`config.mk`:
```
export PLATFORM = sky130hd
export DESIGN_NAME = bounded_integer_list_engine
export DESIGN_NICKNAME = d
export VERILOG_FILES = /design/src/design/bile_pkg.sv /design/src/design/bile_ctrl.sv /design/src/design/bile_dpath.sv /design/src/design/bounded_integer_list_engine.sv
export SDC_FILE = /design/constraint.sdc
export NUM_CORES = 1
export LEC_CHECK = 0
export CAP_MARGIN = 20
export CORE_MARGIN = 2
export CORE_UTILIZATION = 55
export CTS_BUF_LIST = sky130_fd_sc_hd__clkbuf_8
export DETAILED_ROUTE_END_ITERATION = 6
export DONT_BUFFER_PORTS = 1
export PLACE_DENSITY = 0.7
export SLEW_MARGIN = 15
export SYNTH_ARGS = -nofsm -noshare
export SYNTH_HDL_FRONTEND = slang
export SYNTH_SLANG_ARGS = --single-unit
```
`constraint.sdc`:
```
create_clock -name clk -period 12.27 [get_ports clk]
set_input_delay 2.454 -clock clk [delete_from_list [all_inputs] [get_ports clk]]
set_output_delay 2.454 -clock clk [all_outputs]
set_load 0.02 [all_outputs]
```
`src/design/bile_pkg.sv`:
```
// bile_pkg: shared types and constants for the bounded integer list engine
// holds action codes, controller states and the command/status structs
// no dependencies
`timescale 1ns / 1ps
`default_nettype none
package bile_pkg;

	localparam int CAPACITY_DEF    = 16;
	localparam int VALUE_WIDTH_DEF = 32;
	localparam int ACTION_W        = 3;
	localparam int PORT_VALUE_W    = 32;
	localparam int PORT_COUNT_W    = 5;

	typedef enum logic [ACTION_W-1:0] {
		ACT_PUSH_FRONT = 3'd0,
		ACT_PUSH_BACK  = 3'd1,
		ACT_INSERT     = 3'd2,
		ACT_POP_FRONT  = 3'd3,
		ACT_POP_BACK   = 3'd4,
		ACT_REMOVE     = 3'd5,
		ACT_CONTAINS   = 3'd6
	} action_t;

	typedef enum logic [3:0] {
		ST_IDLE,
		ST_DECODE,
		ST_SCAN_RD,
		ST_SCAN_EX,
		ST_SHR_RD,
		ST_SHR_WR,
		ST_PUT,
		ST_TAKE_RD,
		ST_TAKE_EX,
		ST_SHL_RD,
		ST_SHL_WR,
		ST_DONE
	} state_t;

	typedef enum logic [1:0] {
		RD_IDX,
		RD_IDX_M1,
		RD_IDX_P1
	} rd_sel_t;

	typedef enum logic [2:0] {
		IDX_HOLD,
		IDX_ZERO,
		IDX_CNT,
		IDX_CNT_M1,
		IDX_INC,
		IDX_DEC
	} idx_op_t;

	typedef enum logic [1:0] {
		POS_HOLD,
		POS_ZERO,
		POS_CNT,
		POS_IDX
	} pos_op_t;

	typedef struct packed {
		logic    load;
		logic    rd_en;
		rd_sel_t rd_sel;
		logic    wr_en;
		logic    wr_put;
		idx_op_t idx_op;
		pos_op_t pos_op;
		logic    set_ok;
		logic    take;
		logic    cnt_inc;
		logic    cnt_dec;
	} ctrl_t;

	typedef struct packed {
		action_t act;
		logic    empty;
		logic    full;
		logic    hit;
		logic    last;
		logic    at_pos;
	} stat_t;

endpackage
`default_nettype wire

```
`src/design/bile_ctrl.sv`:
```
// bile_ctrl: controller state machine of the list engine
// walks scan, shift, put and take steps; depends on bile_pkg
`timescale 1ns / 1ps
`default_nettype none
module bile_ctrl (
	input  wire logic            clk,
	input  wire logic            arst_n,
	input  wire logic            start,
	input  bile_pkg::stat_t      st,
	output bile_pkg::ctrl_t      cmd,
	output logic                 busy,
	output logic                 done
);

	bile_pkg::state_t state_q, state_d;

	always_ff @(posedge clk or negedge arst_n) begin
		if (!arst_n) begin
			state_q <= bile_pkg::ST_IDLE;
		end else begin
			state_q <= state_d;
		end
	end

	always_comb begin
		state_d = state_q;
		cmd     = '0;
		done    = 1'b0;
		busy    = (state_q != bile_pkg::ST_IDLE);
		case (state_q)
			bile_pkg::ST_IDLE: begin
				if (start) begin
					cmd.load = 1'b1;
					state_d  = bile_pkg::ST_DECODE;
				end
			end
			bile_pkg::ST_DECODE: begin
				case (st.act)
					bile_pkg::ACT_PUSH_FRONT, bile_pkg::ACT_PUSH_BACK,
					bile_pkg::ACT_INSERT: begin
						if (st.full) begin
							state_d = bile_pkg::ST_DONE;
						end else if (st.act == bile_pkg::ACT_PUSH_BACK) begin
							cmd.pos_op = bile_pkg::POS_CNT;
							state_d    = bile_pkg::ST_PUT;
						end else if (st.act == bile_pkg::ACT_PUSH_FRONT || st.empty) begin
							cmd.pos_op = bile_pkg::POS_ZERO;
							cmd.idx_op = bile_pkg::IDX_CNT;
							state_d    = bile_pkg::ST_SHR_RD;
						end else begin
							cmd.idx_op = bile_pkg::IDX_ZERO;
							state_d    = bile_pkg::ST_SCAN_RD;
						end
					end
					bile_pkg::ACT_POP_FRONT: begin
						if (st.empty) begin
							state_d = bile_pkg::ST_DONE;
						end else begin
							cmd.idx_op = bile_pkg::IDX_ZERO;
							state_d    = bile_pkg::ST_TAKE_RD;
						end
					end
					bile_pkg::ACT_POP_BACK: begin
						if (st.empty) begin
							state_d = bile_pkg::ST_DONE;
						end else begin
							cmd.idx_op = bile_pkg::IDX_CNT_M1;
							state_d    = bile_pkg::ST_TAKE_RD;
						end
					end
					bile_pkg::ACT_REMOVE, bile_pkg::ACT_CONTAINS: begin
						if (st.empty) begin
							state_d = bile_pkg::ST_DONE;
						end else begin
							cmd.idx_op = bile_pkg::IDX_ZERO;
							state_d    = bile_pkg::ST_SCAN_RD;
						end
					end
					default: begin
						state_d = bile_pkg::ST_DONE;
					end
				endcase
			end
			bile_pkg::ST_SCAN_RD: begin
				cmd.rd_en  = 1'b1;
				cmd.rd_sel = bile_pkg::RD_IDX;
				state_d    = bile_pkg::ST_SCAN_EX;
			end
			bile_pkg::ST_SCAN_EX: begin
				if (st.hit) begin
					if (st.act == bile_pkg::ACT_INSERT) begin
						cmd.pos_op = bile_pkg::POS_IDX;
						cmd.idx_op = bile_pkg::IDX_CNT;
						state_d    = bile_pkg::ST_SHR_RD;
					end else if (st.act == bile_pkg::ACT_CONTAINS) begin
						cmd.set_ok = 1'b1;
						state_d    = bile_pkg::ST_DONE;
					end else begin
						cmd.set_ok = 1'b1;
						cmd.take   = 1'b1;
						state_d    = bile_pkg::ST_SHL_RD;
					end
				end else if (st.last) begin
					if (st.act == bile_pkg::ACT_INSERT) begin
						cmd.pos_op = bile_pkg::POS_CNT;
						state_d    = bile_pkg::ST_PUT;
					end else begin
						state_d = bile_pkg::ST_DONE;
					end
				end else begin
					cmd.idx_op = bile_pkg::IDX_INC;
					state_d    = bile_pkg::ST_SCAN_RD;
				end
			end
			bile_pkg::ST_SHR_RD: begin
				if (st.at_pos) begin
					state_d = bile_pkg::ST_PUT;
				end else begin
					cmd.rd_en  = 1'b1;
					cmd.rd_sel = bile_pkg::RD_IDX_M1;
					state_d    = bile_pkg::ST_SHR_WR;
				end
			end
			bile_pkg::ST_SHR_WR: begin
				cmd.wr_en  = 1'b1;
				cmd.idx_op = bile_pkg::IDX_DEC;
				state_d    = bile_pkg::ST_SHR_RD;
			end
			bile_pkg::ST_PUT: begin
				cmd.wr_en   = 1'b1;
				cmd.wr_put  = 1'b1;
				cmd.cnt_inc = 1'b1;
				cmd.set_ok  = 1'b1;
				state_d     = bile_pkg::ST_DONE;
			end
			bile_pkg::ST_TAKE_RD: begin
				cmd.rd_en  = 1'b1;
				cmd.rd_sel = bile_pkg::RD_IDX;
				state_d    = bile_pkg::ST_TAKE_EX;
			end
			bile_pkg::ST_TAKE_EX: begin
				cmd.set_ok = 1'b1;
				cmd.take   = 1'b1;
				state_d    = bile_pkg::ST_SHL_RD;
			end
			bile_pkg::ST_SHL_RD: begin
				if (st.last) begin
					cmd.cnt_dec = 1'b1;
					state_d     = bile_pkg::ST_DONE;
				end else begin
					cmd.rd_en  = 1'b1;
					cmd.rd_sel = bile_pkg::RD_IDX_P1;
					state_d    = bile_pkg::ST_SHL_WR;
				end
			end
			bile_pkg::ST_SHL_WR: begin
				cmd.wr_en  = 1'b1;
				cmd.idx_op = bile_pkg::IDX_INC;
				state_d    = bile_pkg::ST_SHL_RD;
			end
			bile_pkg::ST_DONE: begin
				done    = 1'b1;
				state_d = bile_pkg::ST_IDLE;
			end
			default: begin
				state_d = bile_pkg::ST_IDLE;
			end
		endcase
	end

endmodule
`default_nettype wire

```
`src/design/bile_dpath.sv`:
```
// bile_dpath: datapath of the list engine
// entry memory, count, walk index, compare and result registers; depends on bile_pkg
`timescale 1ns / 1ps
`default_nettype none
module bile_dpath #(
	parameter int CAPACITY    = bile_pkg::CAPACITY_DEF,
	parameter int VALUE_WIDTH = bile_pkg::VALUE_WIDTH_DEF
) (
	input  wire logic                                   clk,
	input  wire logic                                   arst_n,
	input  wire logic [bile_pkg::ACTION_W-1:0]          action,
	input  wire logic signed [bile_pkg::PORT_VALUE_W-1:0] value,
	input  bile_pkg::ctrl_t                             cmd,
	output bile_pkg::stat_t                             st,
	output logic                                        ok,
	output logic signed [bile_pkg::PORT_VALUE_W-1:0]    taken_value,
	output logic [bile_pkg::PORT_COUNT_W-1:0]           count,
	output logic                                        empty_res
);

	localparam int CW = $clog2(CAPACITY + 1);
	localparam int AW = $clog2(CAPACITY);
	localparam int PW = bile_pkg::PORT_VALUE_W;
	localparam int NW = bile_pkg::PORT_COUNT_W;

	logic [VALUE_WIDTH-1:0] mem [CAPACITY];

	logic [CW-1:0]                cnt_q;
	logic [CW-1:0]                idx_q;
	logic [CW-1:0]                pos_q;
	logic signed [VALUE_WIDTH-1:0] val_q;
	logic signed [VALUE_WIDTH-1:0] rdata_q;
	logic signed [VALUE_WIDTH-1:0] taken_q;
	logic                         ok_q;
	bile_pkg::action_t            act_q;

	logic [CW-1:0]                idx_m1;
	logic [CW-1:0]                idx_p1;
	logic [CW-1:0]                rd_idx;
	logic [AW-1:0]                rd_addr;
	logic [AW-1:0]                wr_addr;
	logic [VALUE_WIDTH-1:0]       wr_data;
	logic [VALUE_WIDTH+PW-1:0]    value_ext;
	logic [VALUE_WIDTH+PW-1:0]    taken_ext;
	logic [CW+NW-1:0]             cnt_ext;

	assign idx_m1 = idx_q - CW'(1);
	assign idx_p1 = idx_q + CW'(1);

	// input value brought to the stored width, sign-extended when wider
	assign value_ext = {{VALUE_WIDTH{value[PW-1]}}, value};

	always_comb begin
		case (cmd.rd_sel)
			bile_pkg::RD_IDX:    rd_idx = idx_q;
			bile_pkg::RD_IDX_M1: rd_idx = idx_m1;
			bile_pkg::RD_IDX_P1: rd_idx = idx_p1;
			default:             rd_idx = idx_q;
		endcase
	end

	assign rd_addr = rd_idx[AW-1:0];
	assign wr_addr = cmd.wr_put ? pos_q[AW-1:0] : idx_q[AW-1:0];
	assign wr_data = cmd.wr_put ? val_q : rdata_q;

	always_ff @(posedge clk) begin
		if (cmd.wr_en) begin
			mem[wr_addr] <= wr_data;
		end
		if (cmd.rd_en) begin
			rdata_q <= mem[rd_addr];
		end
	end

	always_ff @(posedge clk or negedge arst_n) begin
		if (!arst_n) begin
			cnt_q <= '0;
		end else if (cmd.cnt_inc) begin
			cnt_q <= cnt_q + CW'(1);
		end else if (cmd.cnt_dec) begin
			cnt_q <= cnt_q - CW'(1);
		end
	end

	always_ff @(posedge clk) begin
		if (cmd.load) begin
			act_q   <= bile_pkg::action_t'(action);
			val_q   <= value_ext[VALUE_WIDTH-1:0];
			ok_q    <= 1'b0;
			taken_q <= '0;
		end else begin
			if (cmd.set_ok) begin
				ok_q <= 1'b1;
			end
			if (cmd.take) begin
				taken_q <= rdata_q;
			end
		end
		case (cmd.idx_op)
			bile_pkg::IDX_HOLD:   idx_q <= idx_q;
			bile_pkg::IDX_ZERO:   idx_q <= '0;
			bile_pkg::IDX_CNT:    idx_q <= cnt_q;
			bile_pkg::IDX_CNT_M1: idx_q <= cnt_q - CW'(1);
			bile_pkg::IDX_INC:    idx_q <= idx_p1;
			bile_pkg::IDX_DEC:    idx_q <= idx_m1;
			default:              idx_q <= idx_q;
		endcase
		case (cmd.pos_op)
			bile_pkg::POS_HOLD: pos_q <= pos_q;
			bile_pkg::POS_ZERO: pos_q <= '0;
			bile_pkg::POS_CNT:  pos_q <= cnt_q;
			bile_pkg::POS_IDX:  pos_q <= idx_q;
			default:            pos_q <= pos_q;
		endcase
	end

	// insert stops at the head if it is not below the value, later at the first greater entry
	always_comb begin
		st.act    = act_q;
		st.empty  = (cnt_q == '0);
		st.full   = (cnt_q == CW'(CAPACITY));
		st.last   = (idx_p1 == cnt_q);
		st.at_pos = (idx_q == pos_q);
		if (act_q == bile_pkg::ACT_INSERT) begin
			st.hit = (idx_q == '0) ? (rdata_q >= val_q) : (rdata_q > val_q);
		end else begin
			st.hit = (rdata_q == val_q);
		end
	end

	assign taken_ext   = {{PW{taken_q[VALUE_WIDTH-1]}}, taken_q};
	assign cnt_ext     = {{NW{1'b0}}, cnt_q};
	assign ok          = ok_q;
	assign taken_value = taken_ext[PW-1:0];
	assign count       = cnt_ext[NW-1:0];
	assign empty_res   = (cnt_q == '0);

endmodule
`default_nettype wire

```
`src/design/bounded_integer_list_engine.sv`:
```
// List of up to CAPACITY signed values kept in a one-port entry memory,
// walked one entry at a time. A request is taken when start is high and busy is
// low; its result appears for exactly one cycle with done high and cannot be held
// off, so the receiver must take it then. The shortest requests are a refused push
// or insert, an unused action code, or a pop, remove or contains on an empty list;
// the longest is an ordered insert that lands ahead of the back on a list one short
// of full. Push back on a free list writes at the back without a walk. An ordered
// insert, remove, contains, pop front or push front walks the stored entries, each
// entry a memory read, then a compare or a write back. busy falls in the cycle after
// done. There is no clearing pass after reset.
`timescale 1ns / 1ps
`default_nettype none
module bounded_integer_list_engine #(
	parameter int CAPACITY    = bile_pkg::CAPACITY_DEF,
	parameter int VALUE_WIDTH = bile_pkg::VALUE_WIDTH_DEF
) (
	input  wire logic                                     clk,
	input  wire logic                                     arst_n,
	input  wire logic                                     start,
	output logic                                          busy,
	input  wire logic [bile_pkg::ACTION_W-1:0]            action,
	input  wire logic signed [bile_pkg::PORT_VALUE_W-1:0] value,
	output logic                                          done,
	output logic                                          ok,
	output logic signed [bile_pkg::PORT_VALUE_W-1:0]      taken_value,
	output logic [bile_pkg::PORT_COUNT_W-1:0]             count,
	output logic                                          empty_res
);

	bile_pkg::ctrl_t cmd;
	bile_pkg::stat_t st;

	bile_ctrl u_ctrl (
		.clk    (clk),
		.arst_n (arst_n),
		.start  (start),
		.st     (st),
		.cmd    (cmd),
		.busy   (busy),
		.done   (done)
	);

	bile_dpath #(
		.CAPACITY    (CAPACITY),
		.VALUE_WIDTH (VALUE_WIDTH)
	) u_dpath (
		.clk         (clk),
		.arst_n      (arst_n),
		.action      (action),
		.value       (value),
		.cmd         (cmd),
		.st          (st),
		.ok          (ok),
		.taken_value (taken_value),
		.count       (count),
		.empty_res   (empty_res)
	);

	// one result per request, then back to idle
	a_done_once: assert property (@(posedge clk) disable iff (!arst_n)
		done |=> !done && !busy)
		else $error("done held longer than one cycle");

	// accepted request keeps the engine busy
	a_accept_busy: assert property (@(posedge clk) disable iff (!arst_n)
		(start && !busy) |=> busy)
		else $error("request accepted without going busy");

	// a full list never grows
	a_no_overflow: assert property (@(posedge clk) disable iff (!arst_n)
		!(st.full && cmd.cnt_inc))
		else $error("count increment on full list");

	// an empty list never shrinks
	a_no_underflow: assert property (@(posedge clk) disable iff (!arst_n)
		!(st.empty && cmd.cnt_dec))
		else $error("count decrement on empty list");

endmodule
`default_nettype wire
```
==> summary.txt <==
Logic synthesis
  – Simple-Gate Fraction of Synth Area: ~4.8%
  – Syn_area_per_cell: about 18 um^2
  – Mapped Area: 25900 um^2
  – Largest cells by area after synthesis: edfxtp_1 68%, mux4_2 11%, dfxtp_1 2.5%
  – Seq/Total Area, Yosys: 71.6%
  – Top-count cell post-synth: edfxtp_1
  – Syn_nets: between 1500 and 2000
  – Synth Area in Adders: under 10%
  – Xor and xnor area share after synthesis: 0.950%
  – Largest family of logic cells by synthesized area: multiplexers
  – Mux cell area share after synthesis: 13.6%
  – FFs w/ async S/R, synth: approximately 1.4%
  – Post-synthesis compound-gate area fraction: about 5.1%
  – Share of the synthesized area in the top cell type: between 60 and 70%
  – Synthesis-stage register bit count: about 630
  – Commonest cells post-synth: 589 x edfxtp_1, 128 x mux4_2, 79 x nor2_1, 65 x mux2i_1, 57 x nand2_1
  – Synth warnings: 0
  – Synth Flop Type: edfxtp_1
  – Post-synth EDFFs: 589
  – Post-synthesis cell type count: 70
  – Dominant cell type by area after synthesis: edfxtp_1
  – Syn Inst Count: around 1500

Routing
  – DR vias: between 10000 and 15000
  – Total Routed Length: between 50 and 60 mm
  – WL/cell: 25.3 um
  – ANT nets after route: 0
  – Pre-Repair DR Iteration Count: 5
  – Initial DRC count: around 1200
  – Drt drc: 0
  – Vias/cell: slightly above 6

Hold path
  – HP Start: u_dpath.rdata_q[17]$_DFFE_PP_
  – Worst hold path type: register to register

Layout
  – Post-route cell area: slightly below 30000 um^2
  – Layout filler cell count: 3286
  – Layout Nets: 1627
  – # diodes: 0
  – Layout cells sized above 1: between 20 and 25%
  – Syn-to-layout area delta: 11.3%

Floorplanning
  – Cell row count: between 70 and 80
  – IO Pins: 79
  – Initial Util: a little under three fifths
  – Die area: around 50000 um^2
  – Die Span Y: between 200 and 250 um
  – Core area: 46600 um^2
  – Die W: between 200 and 250 um

Clocking
  – Post-CTS Hold Fix Bufs: 0
  – # clock sinks: about 630
  – PostCTS Resize Cnt: 0
  – CTS clock-pin slew for the worst setup and hold paths: around 60 ps
  – Post-CTS Setup Bufs: 0
  – Clock latency on the worst-skew pair: between 600 and 700 ps
  – Clock tree buffer depth: 3
  – Root Driver: clkbuf_8
  – Htree depth: 3
  – TritonCTS Buffers: 98
  – CTS tree: built

GRT
  – Grt ovf: 0
  – Total track usage: between 20% and 30%
  – Largest net degree at the start of global routing: 129
  – Vias in the first global route: between 10000 and 15000
  – First-pass GRT wire length: 83.9 mm
  – Initial antenna violation count: 0

Worst setup path
  – Critical path endpoint category: register
  – R2R Setup Slk: between 6000 and 7000 ps
  – Critical Path RT: 12640 ps
  – Worst setup path endpoint: u_dpath.rdata_q[18]$_DFFE_PP_
  – CP max FO: 40
  – Crit Path Category: register to register
  – FF-to-FF End: u_dpath.rdata_q[18]$_DFFE_PP_
  – RR Startpoint: u_dpath.idx_q[0]$_DFFE_PP_
  – Reg2Reg Depth: 14
  – Arr. time, crit path: between 6000 and 7000 ps
  – Startpoint Class: register
  – Crit path from: u_dpath.idx_q[0]$_DFFE_PP_

STA
  – Slew Limit Fails: 0
  – Final worst clock skew: 34.0 ps
  – Crit share post-route: ~47%
  – Final Critical Period: 5810 ps
  – Actual slew at the worst max-slew pin: about 1000 ps
  – Final hold viol count: 0
  – Relative slew slack: a little under a third
  – Setup TNS: 0 ps
  – Final setup fails: 0
  – RSZ-0062 raised after global routing: false
  – Peak Freq: 172 MHz

Status
  – Status: complete, no violations

Pwr
  – Net Sw Frac: about a third
  – Clock Power Share: ~22%
  – Comb pwr share: a little over a third
  – Pwr Density: about 270 nW/um^2
  – Worst vdd ir: 0.325 mV
  – Power Internal: about 5.0 mW
  – Leakage dissipation: between 9 and 10 nW
  – Register share of total power: a little over two fifths
  – Net Sw Power: approximately 2.6 mW

Flow run
  – Max cap viols: 0

Placement
  – Port Buffers: 0
  – Placement Cell Area: 27000 um^2
  – HPWL Detailed: between 30 and 40 mm
  – Placer congestion estimate: just under 0.9
-- worst min path at each step --
stage / cells past startpoint / end / slack, ps
global route: 2 / u_dpath.taken_value[26]$_SDFFE_PP0P_ / 600
detailed placement: 2 / u_dpath.taken_value[17]$_SDFFE_PP0P_ / 550
global placement: 2 / u_dpath.taken_value[30]$_SDFFE_PP0P_ / 530
CTS: 2 / u_dpath.taken_value[17]$_SDFFE_PP0P_ / 560
finish: 2 / u_dpath.taken_value[17]$_SDFFE_PP0P_ / 560
floorplan: 2 / u_dpath.taken_value[0]$_SDFFE_PP0P_ / 480
-- power by group through the flow --
stage          Sequential, mW  Combinational [mW]  Clock (mW)
2_1_floorplan            3.19                2.08           0
3_3_place_gp             3.30                2.66           0
3_5_place_dp             3.31                2.73           0
4_1_cts                  3.27                2.74        1.70
5_1_grt                  3.29                3.00        1.79
6_report                 3.27                2.73        1.67
-- cell usage in the layout, fill, tap and decap left out, types with 4 or more instances in the layout --
cell	synthesis	routed
xor2_1	8	8
nand3_1	15	15
dfxtp_1	33	33
o21ai_0	50	47
inv_1	49	78
a221o_1	5	5
dfrtp_1	9	9
and3_1	4	4
a21o_1	6	6
a22oi_1	6	6
or3_1	4	4
bufinv_16	0	5
ha_1	38	38
mux4_2	128	128
nand4_1	11	11
a21oi_1	56	54
o211ai_1	4	4
edfxtp_1	589	589
nor3_1	15	15
mux2i_1	65	65
nand2b_1	6	6
nor2_4	0	18
a211oi_1	36	36
clkinv_1	0	20
nand2_1	57	57
buf_4	8	56
a22o_2	5	5
nor2_1	79	61
clkbuf_8	0	102
clkinv_2	0	18
nor2b_1	41	41
xnor2_1	15	15
-- worst max-delay path: stages, from the launching register on --
cell and delay (ps):
edfxtp_1 710, ha_1 370, and3_1 240, xnor3_1 220
nand4_1 280, nand3_1 240, ha_1 620, nor3_1 140
a21oi_4 130, buf_4 610, buf_4 750, mux4_2 580
nor2b_1 150, a211oi_1 290, a21oi_1 80
-- state kept, by name, indices dropped and copies added, names as in the netlist --
name,cells
u_dpath.rdata_q,32
u_dpath.count,5
u_dpath.pos_q,5
u_ctrl.state_q,4
u_dpath.idx_q,5
u_dpath.ok,1
u_dpath.val_q,32
u_dpath.mem,512
u_dpath.taken_value,32
u_dpath.act_q,3
-- metal layers --
metal	global-route usage [%]	vias up	wire, um
met1	32.1	6980	23800
li1	-	6030	-
met4	8.31	0	1490
met5	0	-	0
met3	4.44	106	3690
met2	37.3	474	27500
-- logic make-up (layout without fill, tap and decap cells) --
logic type | after synthesis | in the layout
AND/OR/NAND/NOR | 253 | 253
multiplexers | 193 | 193
XOR/XNOR | 25 | 25
adder cells (fa/ha/maj) | 38 | 38
flip-flops | 631 | 631
buffers and inverters | 130 | 285
AO/OA/AOI/OAI | 203 | 203
-- metrics by stage --
| stage | total power, mW | worst slack (ps) | instances | hold WS, ps | utilization (%) |
|---|---|---|---|---|---|
| finish | 7.67 | 6460 | 2235 | 559 | 62.0 |
| global placement | 5.96 | 6390 | 2056 | 530 | 57.9 |
| global route | 8.08 | 5980 | 2235 | 603 | 62.0 |
| floorplan | 5.27 | 7910 | 1473 | 483 | - |
| detailed placement | 6.05 | 6230 | 2057 | 546 | 57.9 |
| CTS | 7.72 | 6200 | 2234 | 564 | 61.9 |
-- cell type report --
class                      count  area (um^2)  area share, %
sequential                   631        18600           64.4
inverter                      49          184          0.637
clock inverter                75          450           1.56
clock buffer                 102         1400           4.87
tap                          607          759           2.63
multi-input combinational    712         7010           24.3
timing repair buffer          59          473           1.64
Power figures use the tool's default switching activity.
